===== src/tlsrc_pkg.sv =====
// shared types, constants and helpers for the text line splitter
`default_nettype none

package tlsrc_pkg;

    // widths fixed by the byte offset and register fields
    localparam int POS_BITS = 48;
    localparam int REG_BITS = 48;
    localparam logic [POS_BITS-1:0] POS_MAX = '1;
    localparam logic [REG_BITS-1:0] REG_MAX = '1;

    // queue between front and back
    localparam int Q_DEPTH = 4;
    localparam int Q_AW    = $clog2(Q_DEPTH);

    // results per input word
    localparam int RES_MAX = 4;
    localparam int RES_CW  = $clog2(RES_MAX + 1);

    // configuration register indexes
    localparam int CFG_IDX_W = 3;
    localparam logic [CFG_IDX_W-1:0] CFG_SPLIT_START = 3'd0;
    localparam logic [CFG_IDX_W-1:0] CFG_SPLIT_END   = 3'd1;
    localparam logic [CFG_IDX_W-1:0] CFG_STRIP_BOM   = 3'd2;
    localparam logic [CFG_IDX_W-1:0] CFG_SKIP_BLANK  = 3'd3;
    localparam logic [CFG_IDX_W-1:0] CFG_MAX_ROWS    = 3'd4;

    // character codes
    localparam logic [7:0] CH_LF    = 8'h0a;
    localparam logic [7:0] CH_CR    = 8'h0d;
    localparam logic [7:0] CH_SPACE = 8'h20;
    localparam logic [7:0] BOM_0    = 8'hef;
    localparam logic [7:0] BOM_1    = 8'hbb;
    localparam logic [7:0] BOM_2    = 8'hbf;

    // output stream packing
    localparam int OUT_TDATA_W = 64;
    localparam int OUT_USED_W  = 8 + 1 + REG_BITS + 1;

    typedef enum logic [1:0] {
        KIND_NONE = 2'd0,
        KIND_BYTE = 2'd1,
        KIND_EOL  = 2'd2
    } t_kind;

    typedef struct packed {
        logic [REG_BITS-1:0] split_start;
        logic [REG_BITS-1:0] split_end;
        logic [REG_BITS-1:0] max_rows;
        logic                strip_bom;
        logic                skip_blank;
    } t_cfg;

    // offset classes against the split window
    typedef struct packed {
        logic lt_start;
        logic at_start_m1;
        logic ge_end;
        logic blocked;
    } t_pos;

    // classified input word handed from front to back
    typedef struct packed {
        logic [7:0] data_byte;
        logic       eof;
        t_pos       pos;
        logic       bom_cond;
        logic [1:0] p_lo;
        logic       byte_ok;
    } t_cls;

    typedef struct packed {
        t_kind               kind;
        logic [7:0]          out_byte;
        logic                line_blank;
        logic [REG_BITS-1:0] row_count;
    } t_res;

    // classify one byte offset against split start and end
    function automatic t_pos classify_pos(input logic [POS_BITS-1:0] p, input t_cfg cfg);
        t_pos r;
        logic unlimited;
        unlimited     = (cfg.split_end == REG_MAX);
        r.lt_start    = (p < cfg.split_start);
        r.at_start_m1 = (p == REG_BITS'(cfg.split_start - 1'b1));
        r.ge_end      = !unlimited && (p >= cfg.split_end);
        r.blocked     = !unlimited && ((cfg.split_end == '0) ||
                                       (p >= REG_BITS'(cfg.split_end - 1'b1)));
        return r;
    endfunction

    // expected byte of the utf-8 byte order mark
    function automatic logic [7:0] mark_byte(input logic [1:0] idx);
        logic [7:0] m;
        case (idx)
            2'd0:    m = BOM_0;
            2'd1:    m = BOM_1;
            default: m = BOM_2;
        endcase
        return m;
    endfunction

endpackage

`default_nettype wire


===== src/tlsrc_front.sv =====
// front end: byte offset counter and per-byte classification
`default_nettype none

module tlsrc_front
    import tlsrc_pkg::*;
(
    input  wire logic       i_clk,
    input  wire logic       i_rst_n,
    input  wire t_cfg       i_cfg,
    input  wire logic       i_valid,
    output logic            o_ready,
    input  wire logic [7:0] i_data,
    input  wire logic       i_last,
    input  wire logic       i_q_full,
    output logic            o_push,
    output t_cls            o_cls
);

    logic [POS_BITS-1:0] r_pos;
    logic                p_small;

    assign o_ready = !i_q_full;
    assign o_push  = i_valid && o_ready;

    // offsets 0 to 2 are the only mark candidates
    assign p_small = (r_pos[POS_BITS-1:2] == '0) && (r_pos[1:0] != 2'd3);

    // classification word
    always_comb begin
        o_cls.data_byte = i_data;
        o_cls.eof       = i_last;
        o_cls.pos       = classify_pos(r_pos, i_cfg);
        o_cls.bom_cond  = i_cfg.strip_bom && (i_cfg.split_start == '0) && p_small;
        o_cls.p_lo      = r_pos[1:0];
        o_cls.byte_ok   = (i_data == mark_byte(r_pos[1:0]));
    end

    // saturating byte offset
    always_ff @(posedge i_clk) begin
        if (!i_rst_n) begin
            r_pos <= '0;
        end else if (o_push && (r_pos != POS_MAX)) begin
            r_pos <= POS_BITS'(r_pos + 1'b1);
        end
    end

endmodule

`default_nettype wire


===== src/tlsrc_fifo.sv =====
// short queue of classified words between front and back
`default_nettype none

module tlsrc_fifo
    import tlsrc_pkg::*;
(
    input  wire logic i_clk,
    input  wire logic i_rst_n,
    input  wire logic i_push,
    input  wire t_cls i_cls,
    output logic      o_full,
    input  wire logic i_pop,
    output logic      o_valid,
    output t_cls      o_cls
);

    t_cls              r_mem [Q_DEPTH];
    logic [Q_AW-1:0]   r_wp;
    logic [Q_AW-1:0]   r_rp;
    logic [Q_AW:0]     r_cnt;

    assign o_full  = (r_cnt == (Q_AW+1)'(Q_DEPTH));
    assign o_valid = (r_cnt != '0);
    assign o_cls   = r_mem[r_rp];

    // storage
    always_ff @(posedge i_clk) begin
        if (i_push) begin
            r_mem[r_wp] <= i_cls;
        end
    end

    // pointers and fill count
    always_ff @(posedge i_clk) begin
        if (!i_rst_n) begin
            r_wp  <= '0;
            r_rp  <= '0;
            r_cnt <= '0;
        end else begin
            if (i_push) begin
                r_wp <= Q_AW'(r_wp + 1'b1);
            end
            if (i_pop) begin
                r_rp <= Q_AW'(r_rp + 1'b1);
            end
            if (i_push && !i_pop) begin
                r_cnt <= (Q_AW+1)'(r_cnt + 1'b1);
            end else if (!i_push && i_pop) begin
                r_cnt <= (Q_AW+1)'(r_cnt - 1'b1);
            end
        end
    end

endmodule

`default_nettype wire


===== src/tlsrc_back.sv =====
// back end: line state, row counter and result serializer
`default_nettype none

module tlsrc_back
    import tlsrc_pkg::*;
(
    input  wire logic i_clk,
    input  wire logic i_rst_n,
    input  wire t_cfg i_cfg,
    input  wire logic i_q_valid,
    input  wire t_cls i_cls,
    output logic      o_q_pop,
    output logic      o_valid,
    input  wire logic i_ready,
    output t_res      o_res,
    output logic      o_finished,
    output logic      o_last
);

    typedef struct packed {
        logic                cr_pending;
        logic                record_open;
        logic                discarding;
        logic                seen_nonblank;
        logic                stopped;
        logic [REG_BITS-1:0] rows;
    } t_state;

    typedef struct packed {
        t_state st;
        logic   emit;
        t_res   res;
    } t_feed;

    // close the open line, counting it under the blank rule
    function automatic t_feed close_line(input t_state s_in, input logic skip_blank);
        t_feed f;
        f.st = s_in;
        if ((!skip_blank || s_in.seen_nonblank) && (s_in.rows != REG_MAX)) begin
            f.st.rows = REG_BITS'(s_in.rows + 1'b1);
        end
        f.emit           = 1'b1;
        f.res.kind       = KIND_EOL;
        f.res.out_byte   = '0;
        f.res.line_blank = !s_in.seen_nonblank;
        f.res.row_count  = f.st.rows;
        f.st.record_open   = 1'b0;
        f.st.seen_nonblank = 1'b0;
        return f;
    endfunction

    // one byte through the line splitter
    function automatic t_feed feed(input t_state s_in, input logic [7:0] b, input t_pos pc,
                                   input logic skip_blank, input logic lim_same,
                                   input logic lim_inc);
        t_feed f;
        logic  sep;
        logic  done;
        logic  inc;
        f.st   = s_in;
        f.emit = 1'b0;
        f.res  = '0;
        sep    = (b == CH_LF) || (b == CH_CR);
        done   = s_in.stopped;
        inc    = 1'b0;
        // lf right after cr is swallowed
        if (!done && f.st.cr_pending) begin
            f.st.cr_pending = 1'b0;
            if (b == CH_LF) begin
                done = 1'b1;
            end
        end
        // ahead of split start
        if (!done && pc.lt_start) begin
            if (pc.at_start_m1) begin
                f.st.discarding = !sep;
                if (sep) begin
                    f.st.cr_pending = (b == CH_CR);
                    if (pc.blocked) begin
                        f.st.stopped = 1'b1;
                    end
                end
            end
            done = 1'b1;
        end
        // skipping the partial line at split start
        if (!done && f.st.discarding) begin
            if (sep) begin
                f.st.discarding = 1'b0;
                f.st.cr_pending = (b == CH_CR);
                if (pc.blocked) begin
                    f.st.stopped = 1'b1;
                end
            end
            done = 1'b1;
        end
        // a new line may only open below split end
        if (!done && !f.st.record_open) begin
            if (pc.ge_end) begin
                f.st.stopped = 1'b1;
                done = 1'b1;
            end else begin
                f.st.record_open   = 1'b1;
                f.st.seen_nonblank = 1'b0;
            end
        end
        if (!done) begin
            if (sep) begin
                inc = (!skip_blank || f.st.seen_nonblank) && (f.st.rows != REG_MAX);
                f = close_line(f.st, skip_blank);
                f.st.cr_pending = (b == CH_CR);
                if ((inc ? lim_inc : lim_same) || pc.blocked) begin
                    f.st.stopped = 1'b1;
                end
            end else begin
                if (b > CH_SPACE) begin
                    f.st.seen_nonblank = 1'b1;
                end
                f.emit           = 1'b1;
                f.res.kind       = KIND_BYTE;
                f.res.out_byte   = b;
                f.res.line_blank = 1'b0;
                f.res.row_count  = f.st.rows;
            end
        end
        return f;
    endfunction

    t_state            r_state;
    logic [1:0]        r_held;
    t_res              r_res [RES_MAX];
    logic [RES_CW-1:0] r_left;
    logic              r_fin;

    t_state            n_state;
    logic [1:0]        n_held;
    t_res              n_res [RES_MAX];
    logic [RES_CW-1:0] n_cnt;

    t_feed             fr;
    t_pos              pos0;
    t_pos              pos1;
    logic              ge_max;
    logic              ge_max_m1;
    logic              bom_path;
    logic              match;
    logic [1:0]        rel;
    logic              load;
    logic              take;

    assign take     = o_valid && i_ready;
    assign load     = i_q_valid && ((r_left == '0) || ((r_left == RES_CW'(1)) && i_ready));
    assign o_q_pop  = load;
    assign o_valid  = (r_left != '0);
    assign o_last   = (r_left == RES_CW'(1));
    assign o_res    = r_res[0];
    assign o_finished = r_fin;

    // row limit against the current and the incremented count
    assign ge_max    = (r_state.rows >= i_cfg.max_rows);
    assign ge_max_m1 = (i_cfg.max_rows == '0) ||
                       (r_state.rows >= REG_BITS'(i_cfg.max_rows - 1'b1));
    assign pos0      = classify_pos('0, i_cfg);
    assign pos1      = classify_pos(POS_BITS'(1), i_cfg);

    // results of one word
    always_comb begin
        n_state  = r_state;
        n_held   = r_held;
        n_cnt    = '0;
        bom_path = 1'b0;
        match    = 1'b0;
        rel      = '0;
        fr       = '0;
        for (int i = 0; i < RES_MAX; i++) begin
            n_res[i] = '0;
        end
        if (!n_state.stopped && ge_max) begin
            n_state.stopped = 1'b1;
        end
        if (n_state.stopped) begin
            n_held = '0;
        end
        if (!n_state.stopped) begin
            bom_path = i_cls.bom_cond && (n_held == i_cls.p_lo);
            match    = bom_path && i_cls.byte_ok;
            if (match && (i_cls.p_lo == 2'd2)) begin
                n_held = '0;
            end else if (match && !i_cls.eof) begin
                n_held = 2'(n_held + 1'b1);
            end else begin
                // release held mark bytes ahead of this one
                rel    = n_held;
                n_held = '0;
                if (rel != 2'd0) begin
                    fr = feed(n_state, BOM_0, pos0, i_cfg.skip_blank, ge_max, ge_max_m1);
                    n_state = fr.st;
                    if (fr.emit) begin
                        n_res[n_cnt[1:0]] = fr.res;
                        n_cnt = RES_CW'(n_cnt + 1'b1);
                    end
                end
                if (rel == 2'd2) begin
                    fr = feed(n_state, BOM_1, pos1, i_cfg.skip_blank, ge_max, ge_max_m1);
                    n_state = fr.st;
                    if (fr.emit) begin
                        n_res[n_cnt[1:0]] = fr.res;
                        n_cnt = RES_CW'(n_cnt + 1'b1);
                    end
                end
                fr = feed(n_state, i_cls.data_byte, i_cls.pos, i_cfg.skip_blank,
                          ge_max, ge_max_m1);
                n_state = fr.st;
                if (fr.emit) begin
                    n_res[n_cnt[1:0]] = fr.res;
                    n_cnt = RES_CW'(n_cnt + 1'b1);
                end
            end
            // end of file closes an open line
            if (i_cls.eof) begin
                if (!n_state.stopped && n_state.record_open) begin
                    fr = close_line(n_state, i_cfg.skip_blank);
                    n_state = fr.st;
                    n_res[n_cnt[1:0]] = fr.res;
                    n_cnt = RES_CW'(n_cnt + 1'b1);
                end
                n_state.stopped = 1'b1;
                n_held = '0;
            end
        end
        // a word with no result still reports once
        if (n_cnt == '0) begin
            n_res[0].kind       = KIND_NONE;
            n_res[0].out_byte   = '0;
            n_res[0].line_blank = 1'b0;
            n_res[0].row_count  = n_state.rows;
            n_cnt = RES_CW'(1);
        end
    end

    // state and result buffer
    always_ff @(posedge i_clk) begin
        if (!i_rst_n) begin
            r_state <= '0;
            r_held  <= '0;
            r_left  <= '0;
            r_fin   <= 1'b0;
        end else if (load) begin
            r_state <= n_state;
            r_held  <= n_held;
            r_left  <= n_cnt;
            r_fin   <= n_state.stopped;
            for (int i = 0; i < RES_MAX; i++) begin
                r_res[i] <= n_res[i];
            end
        end else if (take) begin
            r_left <= RES_CW'(r_left - 1'b1);
            for (int i = 0; i < RES_MAX - 1; i++) begin
                r_res[i] <= r_res[i+1];
            end
        end
    end

endmodule

`default_nettype wire


===== src/text_line_splitter_row_counter_unit.sv =====
// top level of the text line splitter with row counter
// an accepted byte word is written into the queue, then loaded into the result buffer
//   once the back end is free; the receiver takes its results from that buffer
// throughput: one byte word per cycle when each byte gives one result and the receiver
//   is ready; a byte with more results (held mark bytes, end of file) stalls the back end
// reset: synchronous active low; clears offset, line state, row count and queue
`default_nettype none

module text_line_splitter_row_counter_unit
    import tlsrc_pkg::*;
(
    input  wire logic                   i_clk,
    input  wire logic                   i_rst_n,
    // configuration write channel
    input  wire logic                   i_cfg_valid,
    output logic                        o_cfg_ready,
    input  wire logic [CFG_IDX_W-1:0]   i_cfg_index,
    input  wire logic [REG_BITS-1:0]    i_cfg_data,
    // input bytes
    input  wire logic                   s_axis_tvalid,
    output logic                        s_axis_tready,
    input  wire logic [7:0]             s_axis_tdata,   // [7:0] data_byte
    input  wire logic                   s_axis_tlast,   // end_of_file
    // results
    output logic                        m_axis_tvalid,
    input  wire logic                   m_axis_tready,
    // [7:0] out_byte, [8] line_blank, [56:9] row_count, [57] finished, rest zero
    output logic [OUT_TDATA_W-1:0]      m_axis_tdata,
    output logic [1:0]                  m_axis_tuser,   // [1:0] kind
    output logic                        m_axis_tlast    // last_of_run
);

    t_cfg r_cfg;
    logic q_full;
    logic q_push;
    logic q_pop;
    logic q_valid;
    t_cls front_cls;
    t_cls q_cls;
    t_res res;
    logic finished;

    assign o_cfg_ready = 1'b1;

    // configuration registers
    always_ff @(posedge i_clk) begin
        if (!i_rst_n) begin
            r_cfg.split_start <= '0;
            r_cfg.split_end   <= REG_MAX;
            r_cfg.strip_bom   <= 1'b0;
            r_cfg.skip_blank  <= 1'b0;
            r_cfg.max_rows    <= REG_MAX;
        end else if (i_cfg_valid) begin
            unique case (i_cfg_index)
                CFG_SPLIT_START: r_cfg.split_start <= i_cfg_data;
                CFG_SPLIT_END:   r_cfg.split_end   <= i_cfg_data;
                CFG_STRIP_BOM:   r_cfg.strip_bom   <= i_cfg_data[0];
                CFG_SKIP_BLANK:  r_cfg.skip_blank  <= i_cfg_data[0];
                CFG_MAX_ROWS:    r_cfg.max_rows    <= i_cfg_data;
                default: ;
            endcase
        end
    end

    tlsrc_front u_front (
        .i_clk    (i_clk),
        .i_rst_n  (i_rst_n),
        .i_cfg    (r_cfg),
        .i_valid  (s_axis_tvalid),
        .o_ready  (s_axis_tready),
        .i_data   (s_axis_tdata),
        .i_last   (s_axis_tlast),
        .i_q_full (q_full),
        .o_push   (q_push),
        .o_cls    (front_cls)
    );

    tlsrc_fifo u_fifo (
        .i_clk   (i_clk),
        .i_rst_n (i_rst_n),
        .i_push  (q_push),
        .i_cls   (front_cls),
        .o_full  (q_full),
        .i_pop   (q_pop),
        .o_valid (q_valid),
        .o_cls   (q_cls)
    );

    tlsrc_back u_back (
        .i_clk      (i_clk),
        .i_rst_n    (i_rst_n),
        .i_cfg      (r_cfg),
        .i_q_valid  (q_valid),
        .i_cls      (q_cls),
        .o_q_pop    (q_pop),
        .o_valid    (m_axis_tvalid),
        .i_ready    (m_axis_tready),
        .o_res      (res),
        .o_finished (finished),
        .o_last     (m_axis_tlast)
    );

    // output word packing
    assign m_axis_tdata = {(OUT_TDATA_W - OUT_USED_W)'(0), finished, res.row_count,
                           res.line_blank, res.out_byte};
    assign m_axis_tuser = res.kind;

`ifndef SYNTH
    // results of one byte leave without gaps
    a_run_contiguous: assert property (@(posedge i_clk) disable iff (!i_rst_n)
        m_axis_tvalid && m_axis_tready && !m_axis_tlast |=> m_axis_tvalid)
        else $error("gap inside a run of results");

    // row count never falls within a run
    a_rows_monotone: assert property (@(posedge i_clk) disable iff (!i_rst_n)
        m_axis_tvalid && m_axis_tready && !m_axis_tlast
            |=> res.row_count >= $past(res.row_count))
        else $error("row count dropped within a run");

    // only content words carry a byte
    a_byte_only_content: assert property (@(posedge i_clk) disable iff (!i_rst_n)
        m_axis_tvalid && (res.kind != KIND_BYTE) |-> res.out_byte == '0)
        else $error("byte on a non-content word");

    // blank flag only on end of line
    a_blank_only_eol: assert property (@(posedge i_clk) disable iff (!i_rst_n)
        m_axis_tvalid && res.line_blank |-> res.kind == KIND_EOL)
        else $error("blank flag outside end of line");
`endif

endmodule

`default_nettype wire


===== config.mk =====
export PLATFORM = sky130hd
export DESIGN_NAME = text_line_splitter_row_counter_unit
export DESIGN_NICKNAME = d
export VERILOG_FILES = /design/src/tlsrc_pkg.sv /design/src/tlsrc_front.sv /design/src/tlsrc_fifo.sv /design/src/tlsrc_back.sv /design/src/text_line_splitter_row_counter_unit.sv
export SDC_FILE = /design/constraint.sdc
export NUM_CORES = 2
export LEC_CHECK = 0
export BUFFER_PORTS_ARGS = -buffer_cell sky130_fd_sc_hd__buf_4
export CAP_MARGIN = 20
export CORE_ASPECT_RATIO = 1.5
export CORE_UTILIZATION = 30
export DETAILED_ROUTE_END_ITERATION = 6
export GPL_TIMING_DRIVEN = 0
export SLEW_MARGIN = 10
export SYNTH_ARGS = -nofsm -noshare
export SYNTH_HDL_FRONTEND = slang
export SYNTH_SLANG_ARGS = --single-unit

===== constraint.sdc =====
create_clock -name i_clk -period 14.4 [get_ports i_clk]
set_input_delay 0.72 -clock i_clk [delete_from_list [all_inputs] [get_ports i_clk]]
set_output_delay 0.72 -clock i_clk [all_outputs]
set_load 0.02 [all_outputs]

After elaboration in Yosys (flattened, before gate mapping)
Memory sizes are Yosys's and may differ from the RTL's. A register that Yosys moved wholly into a read port is not among the register bits.
Cells that the tools add are included.
{"block": "op_classes", "n_lt_le_gt_ge": 16, "bitwise": 7, "reduce_logical": 88, "mux": 214, "n_eq_ne": 20, "add_sub_neg": 15}
{"operator": "2-to-1 mux 236 bit", "count": 12}
{"operator": "2-to-1 mux 59 bit", "count": 13}
{"operator": "bitwise mux 236 bit", "count": 3}
{"operator": "2-to-1 mux 60 bit", "count": 10}
{"operator": "2-to-1 mux 53 bit", "count": 11}
{"operator": "2-to-1 mux 113 bit", "count": 4}
{"operator": "demux 59 bit (select 2 bit)", "count": 3}
{"operator": "2-to-1 mux 48 bit", "count": 5}
{"operator": ">= comparator 48 bit", "count": 4}
{"operator": "zero test 48 bit", "count": 4}
{"operator": "adder 48 x 1 -> 48 bit, second input constant", "count": 3}
{"operator": "inequality test 48 bit, second input constant", "count": 3}
{"operator": "subtractor 48 x 1 -> 48 bit, second input constant", "count": 3}
{"operator": "2-to-1 mux 1 bit", "count": 113}
{"operator": "2-to-1 mux 52 bit", "count": 2}
{"operator": "2-to-1 mux 49 bit", "count": 2}
{"operator": ">= comparator 1 x 48 -> 1 bit, first input constant", "count": 2}
{"operator": "less-than comparator 1 x 48 -> 1 bit, first input constant", "count": 2}
{"operator": "2-to-1 mux 3 bit", "count": 22}
{"operator": "== test 1 x 48 -> 1 bit, first input constant", "count": 1}
{"operator": "== test 48 bit", "count": 1}
{"operator": "== test 48 bit, second input constant", "count": 1}
{"operator": "less-than comparator 48 bit", "count": 1}
{"operator": "zero test 46 bit", "count": 1}
{"operator": "other kinds (28)", "count": 134}
{"block": "word_totals", "inputBits": 65, "word_cells": 379, "n_memories": 2, "output_inout_bits": 70, "regBits": 259, "ram_bits": 304}
{"memory": "u_back.r_res", "depth": 4, "word_bits": 59, "rd": 4, "rd_clocked_by_memory_dff": 0, "write_ports": 4, "line_no": "tlsrc_back.sv:131", "text": "t_res r_res [RES_MAX];"}
{"memory": "u_fifo.r_mem", "depth": 4, "word_bits": 17, "rd": 1, "rd_clocked_by_memory_dff": 1, "write_ports": 1, "line_no": "tlsrc_fifo.sv:17", "text": "t_cls r_mem [Q_DEPTH];"}

Depth between registers and ports, before layout
{"block": "logic_depth", "word_depth": 105, "ltp_mapped": 37}

Hierarchy
From an unflattened synthesis, not the netlist that was laid out.
{"block": "hier_totals", "cells_unflattened": 4929, "area_unflattened_um2": 42664.7}
{"mod": "tlsrc_back", "n_inst": 1, "area_per_inst_um2": 25106.6, "cells_per_inst": 3069}
{"mod": "tlsrc_front", "n_inst": 1, "area_per_inst_um2": 8593.2, "cells_per_inst": 1135}
{"mod": "text_line_splitter_row_counter_unit", "n_inst": 1, "area_per_inst_um2": 6025.8, "cells_per_inst": 593}
{"mod": "tlsrc_fifo", "n_inst": 1, "area_per_inst_um2": 2939.1, "cells_per_inst": 132}

Worst setup path before layout
Ideal clock, no wire load.
{"block": "synth_path", "path_kind": "register to register", "from": "reg u_back.r_state[0] (netlist bit)", "to": "mem u_back.r_res[0][38] (netlist bit), data pin", "path_slack_ns": 6.178, "stages_incl_launch_ff": 36, "t_arrival_ns": 7.965, "t_required_ns": 14.143, "path_buffers": 8, "setup_ns": 0.257, "period_less_slack_ns": 8.222, "cell_sequence": "dfxtp_1 > clkbuf_1 > inv_1 > ha_1 > nand2_1 > a31o_2 > a211oi_1 > o21ai_0 > a41o_1 > nor2_1 > clkbuf_1 > clkbuf_1 > buf_1 > nand2_1 > ha_1 > or3b_2 > nor4_1 > a41oi_2 > a21boi_1 > nor3_1 > clkbuf_1 > nand2_1 > clkbuf_1 > buf_1 > nand2_1 > nand2_1 > ha_1 > inv_1 > a31oi_1 > and3_1 > nand4_2 > buf_2 > nor4_4 > xor2_1 > o221ai_1 > a32o_1"}
{"element": "from (decl)", "line_no": "tlsrc_back.sv:129", "text": "t_state r_state;"}
{"element": "from (signal assigned)", "line_no": "tlsrc_back.sv:249", "text": "r_state <= n_state;"}
{"element": "to (decl)", "line_no": "tlsrc_back.sv:131"}

==> out/metrics.csv <==
stage,metric,value,unit
synthesis,share of Yosys cell area claimed by the top area cell type,21.8,%
drt,drt via density,5.94,
clocking,Root Driver,clkbuf_16,
floorplan,area of the core,138000,um^2
global_routing,GRT Resource Usage Total,32.8,%
sta,worst hold slack,0.253,ns
setup_path,critical path arrival,14.88,ns
power_and_ir_drop,switch share,43.7,%
clocking,Setup Buffers After CTS,0,
drt,Pre-antenna DRT Iters,6,
synthesis,largest family of logic cells by synthesized area,simple AND/OR/NAND/NOR gates,
layout,nets,5547,
synthesis,Post-synth EDFFs,304,
clocking,"Reg clk slew, reported paths",0.06,ns
power_and_ir_drop,power per standard cell area,143,nW/um^2
setup_path,slowest cell delay on critical path,0.83,ns
global_routing,GR Util met3,5.00,%
synthesis,top area cells in the synthesized netlist,"edfxtp_1, dfxtp_1, ha_1",
run_status,status,finished clean,
flow_run,max_cap viols,0,
power_and_ir_drop,Comb power frac,41.5,%
place,HPWL after DPL,188000,um
clocking,PostCTS Resize Cnt,7,
clocking,clock tree from TritonCTS,done,
clocking,CTS Sinks,565,
drt,wire length per cell,33.1,um
global_routing,first-pass GRT wire length,323000,um
drt,DR DRC count,0,
synthesis,"Cell Area, Synth",41800,um^2
clocking,Worst-Skew Late Latency,0.69,ns
global_routing,routing usage on met2,54.2,%
power_and_ir_drop,P_leak,17.7,nW
floorplan,Die Width,307,um
sta,Worst Tran Pin Value,1.32,ns
synthesis,Syn. warnings,0,
layout,Area Growth Syn to Fin,14.8,%
layout,share of cells above drive strength 1,9.61,%
synthesis,top-count cell post-synth,nand2_1,
synthesis,synth cell count leaders,"nand2_1, nor2_1, edfxtp_1",
drt,starting DRC count in detailed routing,4255,
sta,fin. max-slew vios,0,
layout,Layout Cells excl Fill,7125,
floorplan,Die Y-Extent,459,um
drt,routed wire length,236000,um
global_routing,GRT Residual Overflow,0,
layout,# fillers,14600,
synthesis,multiplexer share of the synthesized area,1.28,%
sta,final hold vios,0,
sta,Slew HR,12.0,%
synthesis,sequential-to-total area share from yosys stat,34.3,%
place,RD Place Congestion,1.08,
clocking,H-Tree Depth,3,
synthesis,asr flop ratio synth,0,%
floorplan,Site Rows,167,
synthesis,Compound-Gate Fraction of Synth Area,20.0,%
worst_hold_path,HP Class,primary input to flop,
power_and_ir_drop,share of power burned in registers,32.5,%
setup_path,WP data required,14.94,ns
sta,unrepaired setup endpoints after global routing,no,
drt,vias,42300,
global_routing,vias in the first global route,41200,
global_routing,GRT busiest layer,met2,
floorplan,IO Pins,135,
power_and_ir_drop,Net Switching,2.99,mW
place,DP Cell Count,6991,
setup_path,"most used cell, CP",nand2_1,
setup_path,Worst setup SP type,flop,
power_and_ir_drop,total power,6.84,mW
power_and_ir_drop,internal power,3.85,mW
clocking,hold buffer count at cts,0,
sta,Clock Skews,0.0439,ns
synthesis,synthesized instance count,4959,
synthesis,"Primary FF master, synth",edfxtp_1,
setup_path,crit end category,flop,
clocking,Num CTS Buffers,66,
power_and_ir_drop,Peak VDD IR,0.0918,mV
synthesis,number of unique standard cell types used by synthesis,111,
power_and_ir_drop,clock share of power,26.0,%
synthesis,cell taking the most area after synthesis,edfxtp_1,
sta,Fin Setup TNS,0,ns
setup_path,CP max FO,19,
clocking,Max Root-Sink Buffers,3,
global_routing,largest net degree at the start of global routing,56,
place,# port buffers,127,
setup_path,CP Class,flop to flop,
layout,post-layout util,34.7,%
sta,crit share post-route,99.6,%
synthesis,Synth Area in Adders,8.34,%
sta,f_max,0.0697,GHz
synthesis,Seq cells post-synth,565,
floorplan,die area,141000,um^2
sta,min Tclk post-route,14.34,ns
floorplan,initial core utilization,30.3,%
global_routing,initial antenna violation count,10,
global_routing,met1 GRT Util,35.0,%
synthesis,xor/xnor share of the synthesized area,7.88,%
setup_path,CP max stage cell,o31ai_1,
sta,setup violators final,0,
drt,Final ANT Viol Nets,0,
synthesis,simple-gate share of the synthesized area,22.1,%
synthesis,Synth Area per Inst,8.43,um^2
==> flip-flops by register name, indices dropped and copies added (netlist names), named ones only <==
name            count
u_fifo.r_cnt        3
u_back.r_state     53
u_fifo.r_rp         2
u_fifo.r_mem       68
r_cfg             146
u_back.r_left       3
u_front.r_pos      48
u_back.r_held       2
u_back.r_res      236
u_fifo.r_wp         2
==> path summary, 6_finish.rpt <==
check                                     to                            start  slack [ns]  cells past startpoint
max            u_back.r_res[0][19]$_DFFE_PP_   u_back.r_state[0]$_SDFFE_PN0P_        0.06                     36
min            u_fifo.r_mem[3][12]$_DFFE_PP_                  s_axis_tdata[3]        0.25                      1
max reg2reg    u_back.r_res[0][19]$_DFFE_PP_   u_back.r_state[0]$_SDFFE_PN0P_        0.06                     36
min reg2reg  u_back.r_state[52]$_SDFFE_PN0P_  u_back.r_state[52]$_SDFFE_PN0P_        0.49                      2
==> critical path, delay by kind of cell (launching register included) <==
family                     cells  cell delay, ns
DFF                            1            0.36
buffers and inverters         11            4.81
adders and majority gates      3            1.04
AOI/OAI and AO/OA             10            4.40
and+or+nand+nor               12            3.49
==> per-layer routing <==
layer | part of all wire [%] | up-vias
li1 | - | 18700
met1 | 35 | 20500
met2 | 46 | 2297
met3 | 6.9 | 862
met4 | 12 | 6
met5 | 0.014 | -
==> final cells by class <==
type	count	area, um^2	share of cell area, %
Inverter	199	749	1.56
Antenna cell	9	22.5	0.0469
Clock inverter	38	332	0.691
Buffer	379	1780	3.72
Timing Repair Buffer	174	1540	3.20
Sequential cell	565	14400	29.9
Multi-Input combinational cell	3819	25000	52.2
Tap cell	1859	2330	4.85
Clock buffer	83	1840	3.83
==> power by group through the flow <==
stage / clock network, mW / registers [mW] / logic [mW]
3_5_place_dp: 0 / 2.25 / 2.74
4_1_cts: 1.79 / 2.22 / 2.74
5_1_grt: 1.83 / 2.25 / 2.88
3_3_place_gp: 0 / 2.33 / 2.64
6_report: 1.78 / 2.22 / 2.84
2_1_floorplan: 0 / 2.25 / 1.35
==> per-stage QoR <==
stage	instance area [um^2]	worst slack, ns
2_1_floorplan	41800	6.18
3_3_place_gp	45100	-2.89
3_5_place_dp	45700	-1.54
4_1_cts	47900	0.174
5_1_grt	48000	0.116
6_report	48000	0.0570
==> cells in the final DEF (no fill, tap or decap), types with 19 or more instances in the layout <==
cell type  synthesis  final
a211oi_1          32     32
a21o_1            51     51
a21oi_1          290    289
a22o_1            20     20
a22oi_1           50     50
a31oi_1           40     40
and2_1            53     53
and3_1            59     59
buf_1             21     19
buf_2             22     28
buf_4             70    206
buf_6              7     19
clkbuf_1         261    259
clkbuf_16          0     68
dfxtp_1          261    261
edfxtp_1         304    304
ha_1             277    277
inv_1            196    195
nand2_1          584    582
nand2b_1          50     50
nand3_1          178    178
nand4_1          136    136
nor2_1           362    355
nor2b_1           46     46
nor3_1           137    134
nor4_1            76     72
o211ai_1         128    128
o21a_1            37     37
o21ai_0          294    294
o221ai_1          49     49
o22ai_1           41     41
o31ai_1           35     35
or3_1             54     54
or4_1             26     26
xnor2_1          271    270
xor2_1           103    103
==> logic make-up after synthesis <==
logic type,count (synthesis)
DFF,565
adders and majority gates,278
xor gates and xnor gates,375
and+or+nand+nor,1868
buffers and inverters,580
AOI/OAI and AO/OA,1257
other,2
muxes,34
(Power assumes the default switching activity.)
